## src/hdl/srgbxy_pkg.sv

```systemverilog
// srgbxy_pkg: shared constants and elaboration-time table builders for the
// sRGB to CIE xy chromaticity unit. No dependencies.
`timescale 1ns / 1ps

package srgbxy_pkg;

  localparam logic [63:0] Q30_ONE = 64'd1 << 30;

  // matrix coefficients in millionths: rows X, Y, Z; columns red, green, blue
  localparam logic [19:0] MAT_MICRO [0:2][0:2] = '{
    '{20'd664511, 20'd154324, 20'd162028},
    '{20'd283881, 20'd668433, 20'd47685},
    '{20'd88,     20'd72310,  20'd986039}
  };

  // sRGB transfer curve for one 8-bit code, unsigned Q0.frac_bits, saturated
  function automatic logic [63:0] lin_entry(input int code, input int frac_bits);
    logic [63:0] c;
    logic [63:0] n;
    logic [63:0] t;
    logic [63:0] t2;
    logic [63:0] u;
    logic [63:0] y;
    logic [63:0] cand;
    logic [63:0] p2;
    logic [63:0] p4;
    logic [63:0] p5;
    logic [63:0] lin;
    logic [63:0] fmax;
    int          b;
    c    = 64'(code) & 64'hFF;
    fmax = (64'd1 << frac_bits) - 64'd1;
    if (c <= 64'd10) begin
      // linear segment near black
      lin = (((c * 64'd100) << frac_bits) + 64'd164730) / 64'd329460;
    end else begin
      // power segment: t^2.4 = t^2 * t^0.4, fifth root found bit by bit in Q30
      n = 64'd1000 * c + 64'd14025;
      t = (n << 30) / 64'd269025;
      if (t >= Q30_ONE) begin
        y = Q30_ONE;
      end else begin
        t2 = (t * t) >> 30;
        u  = 64'd0;
        for (b = 29; b >= 0; b--) begin
          cand = u | (64'd1 << b);
          p2   = (cand * cand) >> 30;
          p4   = (p2 * p2) >> 30;
          p5   = (p4 * cand) >> 30;
          if (p5 <= t2) begin
            u = cand;
          end
        end
        y = (t2 * u) >> 30;
      end
      lin = (y + (64'd1 << (29 - frac_bits))) >> (30 - frac_bits);
    end
    if (lin > fmax) begin
      lin = fmax;
    end
    return lin;
  endfunction

  // one matrix coefficient, rounded to Q0.frac_bits
  function automatic logic [63:0] coef_entry(input int row, input int col,
                                             input int frac_bits);
    logic [63:0] k;
    k = 64'(MAT_MICRO[row][col]);
    return ((k << frac_bits) + 64'd500000) / 64'd1000000;
  endfunction

endpackage

```

## src/hdl/srgbxy_matrix.sv

```systemverilog
// srgbxy_matrix: three-stage 3x3 matrix (products, row sums, total) giving
// X, Y and X+Y+Z in Q2.2F plus a black flag. Coefficients from srgbxy_pkg.
`timescale 1ns / 1ps

module srgbxy_matrix import srgbxy_pkg::*; #(
  parameter int FRAC_BITS = 16
) (
  input  logic                     clk,
  input  logic                     rst,
  input  logic                     in_valid,
  output logic                     in_ready,
  input  logic [FRAC_BITS-1:0]     lin_r,
  input  logic [FRAC_BITS-1:0]     lin_g,
  input  logic [FRAC_BITS-1:0]     lin_b,
  output logic                     out_valid,
  input  logic                     out_ready,
  output logic [2*FRAC_BITS+1:0]   tri_x,
  output logic [2*FRAC_BITS+1:0]   tri_y,
  output logic [2*FRAC_BITS+1:0]   tri_sum,
  output logic                     black
);

  localparam int PW = 2 * FRAC_BITS;
  localparam int TW = 2 * FRAC_BITS + 2;

  logic [FRAC_BITS-1:0] coef  [3][3];
  logic [FRAC_BITS-1:0] lin_a [3];
  logic [PW-1:0]        prod  [3][3];
  logic [TW-1:0]        row_s [3];
  logic                 v1;
  logic                 v2;
  logic                 take1;
  logic                 take2;
  logic                 take3;

  // coefficient constants
  for (genvar r = 0; r < 3; r++) begin : g_row
    for (genvar c = 0; c < 3; c++) begin : g_col
      localparam logic [63:0] CE = coef_entry(r, c, FRAC_BITS);
      assign coef[r][c] = CE[FRAC_BITS-1:0];
    end
  end

  assign lin_a[0] = lin_r;
  assign lin_a[1] = lin_g;
  assign lin_a[2] = lin_b;

  // per-stage load enables, back to front
  assign take3    = !out_valid || out_ready;
  assign take2    = !v2 || take3;
  assign take1    = !v1 || take2;
  assign in_ready = take1;

  always_ff @(posedge clk) begin
    if (rst) begin
      v1        <= 1'b0;
      v2        <= 1'b0;
      out_valid <= 1'b0;
    end else begin
      if (take1) begin
        v1 <= in_valid;
      end
      if (take2) begin
        v2 <= v1;
      end
      if (take3) begin
        out_valid <= v2;
      end
    end
  end

  // stage 1: nine products
  always_ff @(posedge clk) begin
    if (take1) begin
      for (int r = 0; r < 3; r++) begin
        for (int c = 0; c < 3; c++) begin
          prod[r][c] <= PW'(lin_a[c]) * PW'(coef[r][c]);
        end
      end
    end
  end

  // stage 2: row sums
  always_ff @(posedge clk) begin
    if (take2) begin
      for (int r = 0; r < 3; r++) begin
        row_s[r] <= TW'(prod[r][0]) + TW'(prod[r][1]) + TW'(prod[r][2]);
      end
    end
  end

  // stage 3: total and black detect
  always_ff @(posedge clk) begin
    if (take3) begin
      tri_x   <= row_s[0];
      tri_y   <= row_s[1];
      tri_sum <= row_s[0] + row_s[1] + row_s[2];
      black   <= ((row_s[0] | row_s[1] | row_s[2]) == '0);
    end
  end

endmodule

```

## config.mk

```make
export PLATFORM = sky130hd
export DESIGN_NAME = srgbxy_matrix
export DESIGN_NICKNAME = d
export VERILOG_FILES = /design/src/hdl/srgbxy_pkg.sv /design/src/hdl/srgbxy_matrix.sv
export SDC_FILE = /design/constraint.sdc
export NUM_CORES = 2
export LEC_CHECK = 0
export BUFFER_PORTS_ARGS = -buffer_cell sky130_fd_sc_hd__buf_2
export CAP_MARGIN = 20
export CORE_ASPECT_RATIO = 1.4
export CORE_MARGIN = 4
export CORE_UTILIZATION = 35
export CTS_CLUSTER_SIZE = 40
export DETAILED_ROUTE_END_ITERATION = 16
export GPL_ROUTABILITY_DRIVEN = 0
export PLACE_DENSITY_LB_ADDON = 0.2
export SETUP_SLACK_MARGIN = 0.1
export SYNTH_ARGS = -nofsm -noshare
export SYNTH_HDL_FRONTEND = slang
export SYNTH_SLANG_ARGS = --single-unit
```

## constraint.sdc

```tcl
create_clock -name clk -period 16.14 [get_ports clk]
set_clock_uncertainty 0.05 [all_clocks]
set_input_delay 3.228 -clock clk [delete_from_list [all_inputs] [get_ports clk]]
set_output_delay 3.228 -clock clk [all_outputs]
set_load 0.03 [all_outputs]
```

==> After elaboration in Yosys (flattened, before gate mapping) <==
Memories as Yosys holds them, arrays and structs flattened.
Cells that the tools add are included.
{ "classes": {"addsub": 8, "mul": 9, "div_mod_pow": 0, "order_cmp": 0, "eq_ne": 0, "shift": 0, "n_mux": 4, "n_bitwise": 2, "n_reduce_logical": 7} }
{ "op_table": {"columns": ["op", "count"], "rows": [
  ["33-bit by 32-bit adder with 34-bit output", 3],
  ["32-bit by 32-bit adder with 33-bit output", 3],
  ["16-bit by 13-bit multiplier with 29-bit output (second input constant)", 3],
  ["34-bit adder", 2],
  ["34-bit bitwise OR", 2],
  ["16-bit by 16-bit multiplier with 32-bit output (second input constant)", 2],
  ["34-bit zero test", 1],
  ["16-bit by 15-bit multiplier with 31-bit output (second input constant)", 1],
  ["16-bit by 14-bit multiplier with 30-bit output (second input constant)", 1],
  ["16-bit by 12-bit multiplier with 28-bit output (second input constant)", 1],
  ["16-bit by 2-bit multiplier with 18-bit output (second input constant)", 1],
  ["1-bit 2-to-1 mux", 4],
  ["1-bit zero test", 3],
  ["1-bit logical OR", 3]
]} }
{ "totals": {"ff_bits": 106, "latch_bits": 0, "ram_bits": 390, "mem_bits_ro": 0, "inputBits": 52, "out_inout_bits": 105, "elab_cells": 39, "memories": 2} }
{ "mem_list": {"columns": ["name", "depth", "width", "read_ports", "rd_ports_with_merged_regs", "wr", "line_no", "text"], "rows": [
  ["prod", 3, 96, 3, 0, 3, "srgbxy_matrix.sv:28", "logic [PW-1:0] prod [3][3];"],
  ["row_s", 3, 34, 3, 0, 3, "srgbxy_matrix.sv:29", "logic [TW-1:0] row_s [3];"]
]} }

==> Depth between registers and ports, before layout <==
{ "logic_depth": {"word_depth": 6, "ltp_mapped": 23, "mapped_depth_nobuf": 22} }

==> Worst setup path after synthesis <==
Ideal clock, no wire load.
{ "synth_timing": {"path_kind": "input to output", "start": "in out_ready", "end": "out in_ready", "arrival_time_ns": 8.816, "required_ns": 12.862, "path_slack_ns": 4.046, "cell_stages": 3, "n_path_buf": 0, "path_cell_list": "nor2b_1 -> and2_1 -> nand2_1"} }
{ "synth_between": {"elab_chain_len": 3} }
{ "synth_lines": {"columns": ["item", "line_no", "text"], "rows": [
  ["from (decl)", "srgbxy_matrix.sv:16", "input logic out_ready,"],
  ["1-bit logical OR", "srgbxy_matrix.sv:49", "assign take3 = !out_valid || out_ready;"],
  ["1-bit logical OR", "srgbxy_matrix.sv:50", "assign take2 = !v2 || take3;"],
  ["1-bit logical OR", "srgbxy_matrix.sv:51", "assign take1 = !v1 || take2;"],
  ["to (decl)", "srgbxy_matrix.sv:11", "output logic in_ready,"]
]} }
Every way passes these cells.

==> flow_metrics.tcl <==
set metrics [dict create \
    tritoncts "done" \
    cts_resized 0 \
    rsz0062_at_grt "no" \
    r2r_end "row_s[0][64]$_DFFE_PP_" \
    synth_area_leaders "edfxtp_1 25%, ha_1 23%, fa_1 23%" \
    crit_fanout 10 \
    drive_gt1_share_pct 5.57 \
    slowest_delay_ns 0.61 \
    clk_pin_slew_ns 0.06 \
    grt_start_max_net_pins 140 \
    clk_latency_ns 0.64 \
    synthAdderAreaFrac_pct 45.5 \
    layout.nets 6658 \
    timing.final.max_slew_violations 0 \
    wl_mm 150 \
    period_share_pct 54.9 \
    cp.buffers_inverters 7 \
    grt.total_usage_pct 19.4 \
    synth-compound-area-share_pct 10.8 \
    ys_seq_area_share_pct 25.5 \
    relSlewSlack_pct 25.2 \
    cts_made_buffers 50 \
    netlist_area_um2 52900 \
    synth_common_cells "1004 x inv_1, 965 x ha_1, 599 x fa_1" \
    worstSetupStartpointType "input pin" \
    rows 168 \
    timing.critical_path.max_delay_family "adder cells" \
    hold_viol 0 \
    netlist.area_leader.share_pct 25.4 \
    min_path_type "reg -> reg" \
    fin_tns_setup_ns 0 \
    tightest_slew_ns 1.12 \
    cp_slowest_cell "fa_1" \
    drc_errors 0 \
    synth-xor-area-share_pct 5.01 \
    core_area_um2 150000 \
    grt_pass1_vias 37323 \
    cts-root-buf "clkbuf_16" \
    reg2reg_from "prod[2][65]$_DFFE_PP_" \
    worstSetupStartpoint "lin_g[13]" \
    yosysTopAreaCell "edfxtp_1" \
    die_x_um 337 \
    cts_max_level 2 \
    synthToLayoutAreaGrowth_pct 9.22 \
    vias_per_cell 5.00 \
    clock_path_buffers 3 \
    wl_per_cell_um 21.3 \
    max_freq_mhz 113 \
    die_area_um2 158000 \
    cp_cell_sequence "buf_2 > inv_1 > fa_1 > inv_1 > ha_1 > inv_1 > fa_1 > inv_1 > fa_1 > inv_1 > fa_1 > inv_1 > fa_1 > ha_1 > a21o_1 > a21o_1 > a211oi_1 > o21ai_0 > a31oi_1 > o31ai_1 > a21oi_1 > nor2_1 > a211o_1" \
    synthMostInstantiatedCell "inv_1" \
    overflow 0 \
    dp_hpwl_mm 131 \
    status "completed" \
    r2r_slack_ns 11.32 \
    ant_nets 0 \
    synth_top_family_by_area "adder cells" \
    cp_data_required_time_ns 16.44 \
    critical_path_arrival_ns 9.16 \
    die_h_um 468 \
    num_io_pins 157 \
    grt_antenna_before_repair 9 \
    cts_hold_buf 0 \
    utilization_pct 38.5 \
    synth.ff_latch_count 450 \
    first_iter_violations 1693 \
    async_flop_share_pct 0 \
    cp_common_cell "inv_1" \
    synth.area.mux_share_pct 0.0756 \
    synth_ff_type "edfxtp_1" \
    reg2regPathDepth 12 \
    maxCapViolCount 0 \
    syn_inst 4854 \
    cts_setup_buffers 0 \
    critPathKind "in -> reg" \
    synth.distinct_cells 91 \
    synth_warnings 0 \
    crit_path_end_kind "register" \
    setup_violations 0 \
    holdWs_ns 0.410 \
    cts.sinks 450 \
    path_depth 23 \
    portBuffers 154 \
    start_util_pct 35.3 \
    firstDrtPassIters 5 \
    synthSimpleGateAreaFrac_pct 5.81 \
    avgSynthCellArea_um2 10.9 \
    num_vias 35193 \
    min_period_ns 8.86 \
    synth_edf_count 447 \
    grt_pass1_wl_mm 229 \
    cp-endpoint "prod[1][63]$_DFFE_PP_" \
]
-- metrics by stage --
step | cells | worst slack, ns | cell area, um2
2_1_floorplan | 4855 | 4.05 | 52900
3_3_place_gp | 6945 | 6.64 | 56100
3_5_place_dp | 6945 | 6.66 | 56100
4_1_cts | 7038 | 7.30 | 57800
5_1_grt | 7038 | 6.94 | 57800
6_report | 7039 | 7.28 | 57800
-- flip-flops by register name, summed over array words and instances (netlist names) --
| signal | count |
|---|---|
| out_valid | 1 |
| v1 | 1 |
| v2 | 1 |
| tri_y | 33 |
| prod | 247 |
| row_s | 99 |
| tri_sum | 34 |
| black | 1 |
| tri_x | 33 |
-- cell usage in the layout (no fill, tap or decap), types with 139 or more instances in the layout --
cell | Yosys | layout
xnor2_1 | 215 | 215
fa_1 | 599 | 599
a21oi_1 | 283 | 283
nor2_1 | 174 | 174
nand2_1 | 143 | 142
buf_2 | 0 | 154
edfxtp_1 | 447 | 447
o21ai_0 | 139 | 139
ha_1 | 965 | 965
a21o_1 | 161 | 161
inv_1 | 1004 | 1002
-- area by class of cell --
type                       instances  area, um2
antenna                            1       2.50
clock buffer                      56       1270
clock inverter                    37        417
fill                           14865      92300
inverter                        1004       3770
multi-input combinational       3375      35600
sequential                       450      13500
tap                             1955       2450
timing repair buffer             161        836
-- worst min path at each step --
stage / startpoint / depth (start not counted) / to / slack (ns)
after CTS: row_s[0][0]$_DFFE_PP_ / 0 / tri_x[0]$_DFFE_PP_ / 0.41
after global placement: v2$_SDFFE_PP0P_ / 2 / out_valid$_SDFFE_PP0P_ / 0.39
after global routing: row_s[0][0]$_DFFE_PP_ / 0 / tri_x[0]$_DFFE_PP_ / 0.44
after detailed placement: row_s[0][0]$_DFFE_PP_ / 0 / tri_x[0]$_DFFE_PP_ / 0.39
after floorplan: row_s[0][0]$_DFFE_PP_ / 0 / tri_x[0]$_DFFE_PP_ / 0.38
final: row_s[0][0]$_DFFE_PP_ / 0 / tri_x[0]$_DFFE_PP_ / 0.41
-- kinds of logic after synthesis --
group                      count (synthesis)
xor gates and xnor gates                 303
buffers and inverters                   1030
muxes                                      4
AOI/OAI and AO/OA                        875
adders and majority gates               1564
other                                      1
DFF                                      450
and+or+nand+nor                          627
-- per-layer routing --
layer / up-vias / GRT usage, % / wire (um)
met5: - / 0 / 29
met4: 6 / 8.00 / 7450
met3: 211 / 1.82 / 4890
met2: 700 / 35.2 / 76300
met1: 17363 / 23.5 / 61500
li1: 16913 / - / -
Power is left out: the tool's default activity adds up to more than one toggle a clock period on the data nets, which glitch-free logic cannot reach.
