`config.mk`:
```
export PLATFORM = sky130hd
export DESIGN_NAME = srgbxy_divider
export DESIGN_NICKNAME = d
export VERILOG_FILES = /design/src/hdl/srgbxy_divider.sv
export SDC_FILE = /design/constraint.sdc
export NUM_CORES = 2
export LEC_CHECK = 0
export BUFFER_PORTS_ARGS = -buffer_cell sky130_fd_sc_hd__buf_2
export CAP_MARGIN = 20
export CORE_MARGIN = 2
export CORE_UTILIZATION = 35
export DETAILED_ROUTE_END_ITERATION = 16
export PLACE_DENSITY = 0.58
export SETUP_SLACK_MARGIN = 0.05
export SLEW_MARGIN = 40
export SYNTH_ARGS = -nofsm -noshare
export SYNTH_HDL_FRONTEND = slang
export SYNTH_SLANG_ARGS = --single-unit
```
`constraint.sdc`:
```
create_clock -name clk -period 15.28 [get_ports clk]
set_input_delay 3.056 -clock clk [delete_from_list [all_inputs] [get_ports clk]]
set_output_delay 3.056 -clock clk [all_outputs]
set_load 0.02 [all_outputs]
```
`src/hdl/srgbxy_divider.sv`:
```
// srgbxy_divider: pipelined restoring divider, one quotient bit per stage,
// forming X/S and Y/S in Q0.F with saturation and black override. No package use.
`timescale 1ns / 1ps

module srgbxy_divider #(
  parameter int FRAC_BITS = 16
) (
  input  logic                   clk,
  input  logic                   rst,
  input  logic                   in_valid,
  output logic                   in_ready,
  input  logic [2*FRAC_BITS+1:0] num_x,
  input  logic [2*FRAC_BITS+1:0] num_y,
  input  logic [2*FRAC_BITS+1:0] den,
  input  logic                   black,
  output logic                   out_valid,
  input  logic                   out_ready,
  output logic [FRAC_BITS-1:0]   chroma_x,
  output logic [FRAC_BITS-1:0]   chroma_y,
  output logic                   is_black
);

  localparam int TW = 2 * FRAC_BITS + 2;
  localparam int RW = TW + 1;
  localparam int NS = FRAC_BITS + 1;

  logic          dv   [NS];
  logic          db   [NS];
  logic [TW-1:0] dd   [NS];
  logic [RW-1:0] rx   [NS];
  logic [RW-1:0] ry   [NS];
  logic [FRAC_BITS:0] qx [NS];
  logic [FRAC_BITS:0] qy [NS];
  logic          take [NS+1];

  // load enables, back to front; the last one feeds the output register
  assign take[NS] = !out_valid || out_ready;
  for (genvar k = 0; k < NS; k++) begin : g_take
    assign take[k] = !dv[k] || take[k+1];
  end
  assign in_ready = take[0];

  // one compare-subtract step per stage for both ratios
  for (genvar k = 0; k < NS; k++) begin : g_step
    logic               src_v;
    logic               src_b;
    logic [TW-1:0]      src_d;
    logic [RW-1:0]      rin_x;
    logic [RW-1:0]      rin_y;
    logic [FRAC_BITS:0] src_qx;
    logic [FRAC_BITS:0] src_qy;
    logic [RW-1:0]      dext;
    logic               gex;
    logic               gey;

    if (k == 0) begin : g_first
      assign src_v  = in_valid;
      assign src_b  = black;
      assign src_d  = den;
      assign rin_x  = {1'b0, num_x};
      assign rin_y  = {1'b0, num_y};
      assign src_qx = '0;
      assign src_qy = '0;
    end else begin : g_next
      assign src_v  = dv[k-1];
      assign src_b  = db[k-1];
      assign src_d  = dd[k-1];
      assign rin_x  = {rx[k-1][RW-2:0], 1'b0};
      assign rin_y  = {ry[k-1][RW-2:0], 1'b0};
      assign src_qx = qx[k-1];
      assign src_qy = qy[k-1];
    end

    assign dext = {1'b0, src_d};
    assign gex  = (rin_x >= dext);
    assign gey  = (rin_y >= dext);

    always_ff @(posedge clk) begin
      if (rst) begin
        dv[k] <= 1'b0;
      end else if (take[k]) begin
        dv[k] <= src_v;
      end
    end

    always_ff @(posedge clk) begin
      if (take[k]) begin
        db[k] <= src_b;
        dd[k] <= src_d;
        rx[k] <= gex ? (rin_x - dext) : rin_x;
        ry[k] <= gey ? (rin_y - dext) : rin_y;
        qx[k] <= {src_qx[FRAC_BITS-1:0], gex};
        qy[k] <= {src_qy[FRAC_BITS-1:0], gey};
      end
    end
  end

  // output register: saturate a ratio of one, zero out black pixels
  always_ff @(posedge clk) begin
    if (rst) begin
      out_valid <= 1'b0;
    end else if (take[NS]) begin
      out_valid <= dv[NS-1];
    end
  end

  always_ff @(posedge clk) begin
    if (take[NS]) begin
      is_black <= db[NS-1];
      if (db[NS-1]) begin
        chroma_x <= '0;
        chroma_y <= '0;
      end else begin
        chroma_x <= qx[NS-1][FRAC_BITS] ? '1 : qx[NS-1][FRAC_BITS-1:0];
        chroma_y <= qy[NS-1][FRAC_BITS] ? '1 : qy[NS-1][FRAC_BITS-1:0];
      end
    end
  end

endmodule

```
# Word level (Yosys, flattened, before mapping)
# Memories as Yosys holds them, arrays and structs flattened.
# Index checks and enable logic that the tools add are counted.
[totals]
register_bits = 34
mem_bits_rw = 2380
wordCells = 255
n_memories = 7
[op_classes]
addsub = 34
n_lt_le_gt_ge = 34
n_mux = 123
bitwise = 17
n_reduce_logical = 36
[mem_list]
columns = ["name", "depth", "word_bits", "read_ports", "rd_ports_with_merged_regs", "write_ports", "line", "rtl"]
rows = [
  ["rx", 17, 35, 16, 0, 17, "30", "logic [RW-1:0] rx [NS];"],
  ["ry", 17, 35, 16, 0, 17, "31", "logic [RW-1:0] ry [NS];"],
  ["dd", 17, 34, 16, 0, 17, "29", "logic [TW-1:0] dd [NS];"],
  ["qx", 17, 17, 17, 0, 17, "32", "logic [FRAC_BITS:0] qx [NS];"],
  ["qy", 17, 17, 17, 0, 17, "33", "logic [FRAC_BITS:0] qy [NS];"],
  ["db", 17, 1, 17, 0, 17, "28", "logic db [NS];"],
  ["1 more memories", "--", "--", "--", "--", "--", "--", ""],
]
[op_table]
columns = ["cell", "count"]
rows = [
  ["35-bit two-way mux", 34],
  ["35-bit by 34-bit greater-or-equal comparator with 1-bit output", 32],
  ["35-bit by 34-bit subtractor with 35-bit output", 32],
  ["1-bit two-way mux", 87],
  ["34-bit by 34-bit subtractor with 35-bit output", 2],
  ["34-bit greater-or-equal comparator", 2],
  ["16-bit two-way mux", 2],
  ["1-bit logical NOT", 18],
  ["1-bit logical OR", 18],
  ["1-bit bitwise OR", 17],
]

# Logic depth before layout (Yosys ltp)
[depth]
ltp_word = 23
mapped_depth = 15
depth_no_buf = 13

# Least setup slack after synthesis
# No wires, ideal clock.
[synth_path]
kind = "input port to output port"
start = "input port out_ready"
end = "output port in_ready"
arrival_time_ps = 12428
setup_slack_ps = -204
path_stages = 9
path_buffers = 0
path_cell_list = "nor2b_1 -> and3_1 -> and3_1 -> inv_1 -> nor3_1 -> nand2_1 -> nor2_1 -> and2_1 -> nand3_1"
[synth_lines]
columns = ["item", "line", "rtl"]
rows = [
  ["start, declared", "17", "input logic out_ready,"],
  ["end, declared", "11", "output logic in_ready,"],
]

==> impl_metrics.prom <==
# TYPE chip_impl_metric gauge
chip_impl_metric{name="setup_viol",unit=""} 0
chip_impl_metric{name="final_core_utilization",unit="%"} 39.1
chip_impl_metric{name="dr_wl_cell",unit="µm"} 21.7
chip_impl_metric{name="grt_overflow",unit=""} 0
chip_impl_metric{name="synth-adder-area-share",unit="%"} 11.6
chip_impl_info{name="largest_cells_by_area_after_synthesis",value="sky130_fd_sc_hd__edfxtp_1 46%, sky130_fd_sc_hd__ha_1 11%, sky130_fd_sc_hd__o21ai_0 3.8%"} 1
chip_impl_info{name="hold_path_class",value="register to register"} 1
chip_impl_info{name="largest_family_of_logic_cells_by_synthesized_area",value="compound AO/OA/AOI/OAI gates"} 1
chip_impl_metric{name="post_synth_instance_area",unit="µm²"} 130000
chip_impl_metric{name="width_of_the_die",unit="µm"} 614
chip_impl_metric{name="drt_pass1_iterations",unit=""} 5
chip_impl_metric{name="yosys.area_share.xor_xnor",unit="%"} 5.75
chip_impl_metric{name="synth-compound-area-share",unit="%"} 17.7
chip_impl_info{name="highest_delay_cell_along_the_critical_path",value="sky130_fd_sc_hd__nor3_2"} 1
chip_impl_metric{name="io_buffers",unit=""} 141
chip_impl_metric{name="yosysWarningCount",unit=""} 0
chip_impl_metric{name="max-clock-path-buffers",unit=""} 4
chip_impl_metric{name="synthArstFlopShare",unit="%"} 0
chip_impl_metric{name="holdBufCountCts",unit=""} 0
chip_impl_metric{name="groute.usage.overall",unit="%"} 20.1
chip_impl_metric{name="synth_edf_count",unit=""} 2005
chip_impl_metric{name="cts.repair.resized",unit=""} 0
chip_impl_info{name="worstSetupEndpointType",value="output pin"} 1
chip_impl_metric{name="via_count",unit=""} 94100
chip_impl_metric{name="final_cell_area",unit="µm²"} 145000
chip_impl_metric{name="numCtsBuffers",unit=""} 228
chip_impl_metric{name="power_density",unit="nW/µm²"} 232
chip_impl_metric{name="synth.mux.area_fraction",unit="%"} 3.43
chip_impl_metric{name="seq_area_frac_synth",unit="%"} 46.2
chip_impl_metric{name="layout-drive-gt1-share",unit="%"} 8.27
chip_impl_metric{name="critical_path.max_fanout",unit=""} 57
chip_impl_info{name="netlist.top_cell.by_area",value="sky130_fd_sc_hd__edfxtp_1"} 1
chip_impl_metric{name="antenna_violation_net_count_after_detailed_routing",unit=""} 0
chip_impl_metric{name="syn-mean-instance-area",unit="µm²"} 10.3
chip_impl_metric{name="period_needed",unit="ps"} 9990
chip_impl_metric{name="synth_cells",unit=""} 12600
chip_impl_metric{name="fp.dieH",unit="µm"} 614
chip_impl_metric{name="initial_utilization",unit="%"} 35.1
chip_impl_metric{name="fin_total_pwr",unit="mW"} 33.7
chip_impl_metric{name="final_wl",unit="µm"} 389000
chip_impl_metric{name="maxSlewViolCount",unit=""} 0
chip_impl_metric{name="fin_worst_skew",unit="ps"} 103
chip_impl_info{name="synth_top_flop_cell",value="sky130_fd_sc_hd__edfxtp_1"} 1
chip_impl_metric{name="clkSlewWorstSetupHoldPaths",unit="ps"} 60
chip_impl_info{name="tritoncts",value="yes"} 1
chip_impl_metric{name="fin_crit_sh",unit="%"} 65.4
chip_impl_metric{name="max-slew-margin-rel",unit="%"} 34.8
chip_impl_info{name="post_synth_most_frequent_cells",value="2005 x sky130_fd_sc_hd__edfxtp_1, 1154 x sky130_fd_sc_hd__ha_1, 1139 x sky130_fd_sc_hd__nand2_1, 999 x sky130_fd_sc_hd__o21ai_0, 968 x sky130_fd_sc_hd__a21oi_1"} 1
chip_impl_metric{name="vdd_ir_drop_max",unit="mV"} 0.119
chip_impl_metric{name="grt_pass1_wl",unit="µm"} 577000
chip_impl_metric{name="io-pin-count",unit=""} 142
chip_impl_metric{name="leakagePower",unit="nW"} 60.6
chip_impl_metric{name="design.final.nets",unit=""} 14100
chip_impl_metric{name="core_region_area",unit="µm²"} 371000
chip_impl_metric{name="drc_errors",unit=""} 0
chip_impl_metric{name="h_tree_lvls",unit=""} 4
chip_impl_metric{name="maxCapViolCount",unit=""} 0
chip_impl_metric{name="critPathArrivalTime",unit="ps"} 6940
chip_impl_metric{name="drt-vias-per-instance",unit=""} 5.25
chip_impl_info{name="run_status",value="completed"} 1
chip_impl_metric{name="clock_network_latency_to_the_later_pin_of_the_worst_skew_pair",unit="ps"} 920
chip_impl_info{name="cts.root.buffer_cell",value="sky130_fd_sc_hd__clkbuf_16"} 1
chip_impl_metric{name="cts_setup_buffers",unit=""} 0
chip_impl_metric{name="synthDominantCellAreaShare",unit="%"} 46.2
chip_impl_metric{name="worst_slew_pin_slew",unit="ps"} 969
chip_impl_metric{name="dr.first_iter.drc_count",unit=""} 4686
chip_impl_metric{name="grt_pass1_vias",unit=""} 97100
chip_impl_metric{name="postSynthRegisterBits",unit=""} 2006
chip_impl_info{name="critPathKind",value="primary input to output pin"} 1
chip_impl_metric{name="ys_types",unit=""} 87
chip_impl_metric{name="antenna_found_initial",unit=""} 4
chip_impl_metric{name="cpPeakStageDelay",unit="ps"} 720
chip_impl_metric{name="area.growth.synth_to_final",unit="%"} 11.3
chip_impl_metric{name="post_synth_simple_gate_area",unit="%"} 11.8
chip_impl_info{name="critical_path_cell_sequence",value="buf_2 > nor2b_1 > and3_1 > and3_1 > inv_6 > nor3_2 > nand2_8 > nor2_1 > and2_1 > nand3_4 > buf_2"} 1
chip_impl_metric{name="final.setup.tns",unit="ps"} 0
chip_impl_metric{name="grt_max_degree",unit=""} 72
chip_impl_metric{name="dp_hpwl",unit="µm"} 321000
chip_impl_metric{name="tritoncts_num_sinks",unit=""} 2006
chip_impl_metric{name="worstPathRequired",unit="ps"} 12220
chip_impl_metric{name="globalplace.congestion",unit=""} 0.969
chip_impl_metric{name="timing_hold_violations_final",unit=""} 0
chip_impl_metric{name="die-area",unit="µm²"} 377000
chip_impl_info{name="setup_repair_after_global_routing_missed_its_margin",value="false"} 1
chip_impl_metric{name="dpl-instance-area",unit="µm²"} 137000
chip_impl_info{name="kind_of_start_point_of_the_critical_path",value="primary input"} 1
chip_impl_metric{name="core.rowCount",unit=""} 224
chip_impl_info{name="synthMostInstantiatedCell",value="sky130_fd_sc_hd__edfxtp_1"} 1
chip_impl_metric{name="synth_nets",unit=""} 13900
chip_impl_metric{name="timing.fmax",unit="MHz"} 100
## critical path, delay by kind of cell
family	cells	cell delay (ps)
buffers and inverters	3	500
AND/OR/NAND/NOR	8	3350
## where the power goes
group	internal [mW]	switching (mW)	total, mW	leakage, nW
registers	9.16	1.23	10.4	21.3
clock network	3.32	2.26	5.58	3.66
logic	7.17	10.6	17.7	35.6
total	19.6	14.1	33.7	60.6
## layout by cell type (no fill, tap or decap), drive strengths merged, types with 41 or more instances in the layout
master   count
clkinv      82
a21boi      57
a21o       566
a31oi      115
and3       150
nand3      220
nor2       799
o31ai      107
a2111oi     42
a21oi      969
buf        253
mux2       363
o21bai     110
nor3       205
inv        897
nor4        41
nand4      140
o21a       172
xnor2      482
nand2     1139
a211oi      84
o21ai     1010
edfxtp    2005
o211ai      70
xor2       373
clkbuf     277
ha        1154
and2        68
nor2b      142
nand2b     179
## metrics by stage
stage,setup WS (ps),hold slack [ps],instances
floorplan,978,400,12600
global placement,5260,401,17500
detailed placement,5200,405,17500
CTS,5190,352,17900
global route,4970,373,17900
finish,5290,359,17900
## worst paths after layout
| kind | startpoint | to | slack, ps | cells past startpoint |
|---|---|---|---|---|
| worst max register to register | out_valid$_SDFFE_PP0P_ | db[0][0]$_DFFE_PP_ | 9990 | 11 |
| worst max-delay path | out_ready | in_ready | 5290 | 11 |
| worst min register to register | qy[3][9]$_DFFE_PP_ | qy[3][27]$_DFFE_PP_ | 360 | 0 |
| worst min-delay path | qy[3][9]$_DFFE_PP_ | qy[3][27]$_DFFE_PP_ | 360 | 0 |
## registers in the layout (all words and copies together), names as in the netlist
signal and flops:
db 17, dd 544, qx 153, out_valid 1
rx 544, qy 153, is_black 1, ry 544
chroma_y 16, dv 17, chroma_x 16
## area by class of cell
class,count,area (µm²)
Clock buffer,277,5910
Fill cell,36400,226000
Inverter,891,3360
Timing Repair Buffer,253,1630
Clock inverter,133,1630
Multi-Input combinational cell,9395,66000
Tap cell,4972,6220
Sequential cell,2006,60200
Antenna cell,4,10.0
## per-layer routing
| metal | GRT usage [%] | wire length, µm |
|---|---|---|
| met3 | 1.75 | 8950 |
| met5 | 0 | 0 |
| met2 | 39.9 | 212000 |
| met1 | 18.2 | 131000 |
| met4 | 16.4 | 36800 |
## cells by family (layout without fill, tap and decap cells)
family                     Yosys count  count (layout)
AOI/OAI and AO/OA                 3671            3671
buffers and inverters             1191            1554
other                                0               4
and+or+nand+nor                   3282            3282
adders and majority gates         1186            1186
xor gates and xnor gates           855             855
DFF                               2006            2006
muxes                              401             401
(Power assumes the default switching activity.)
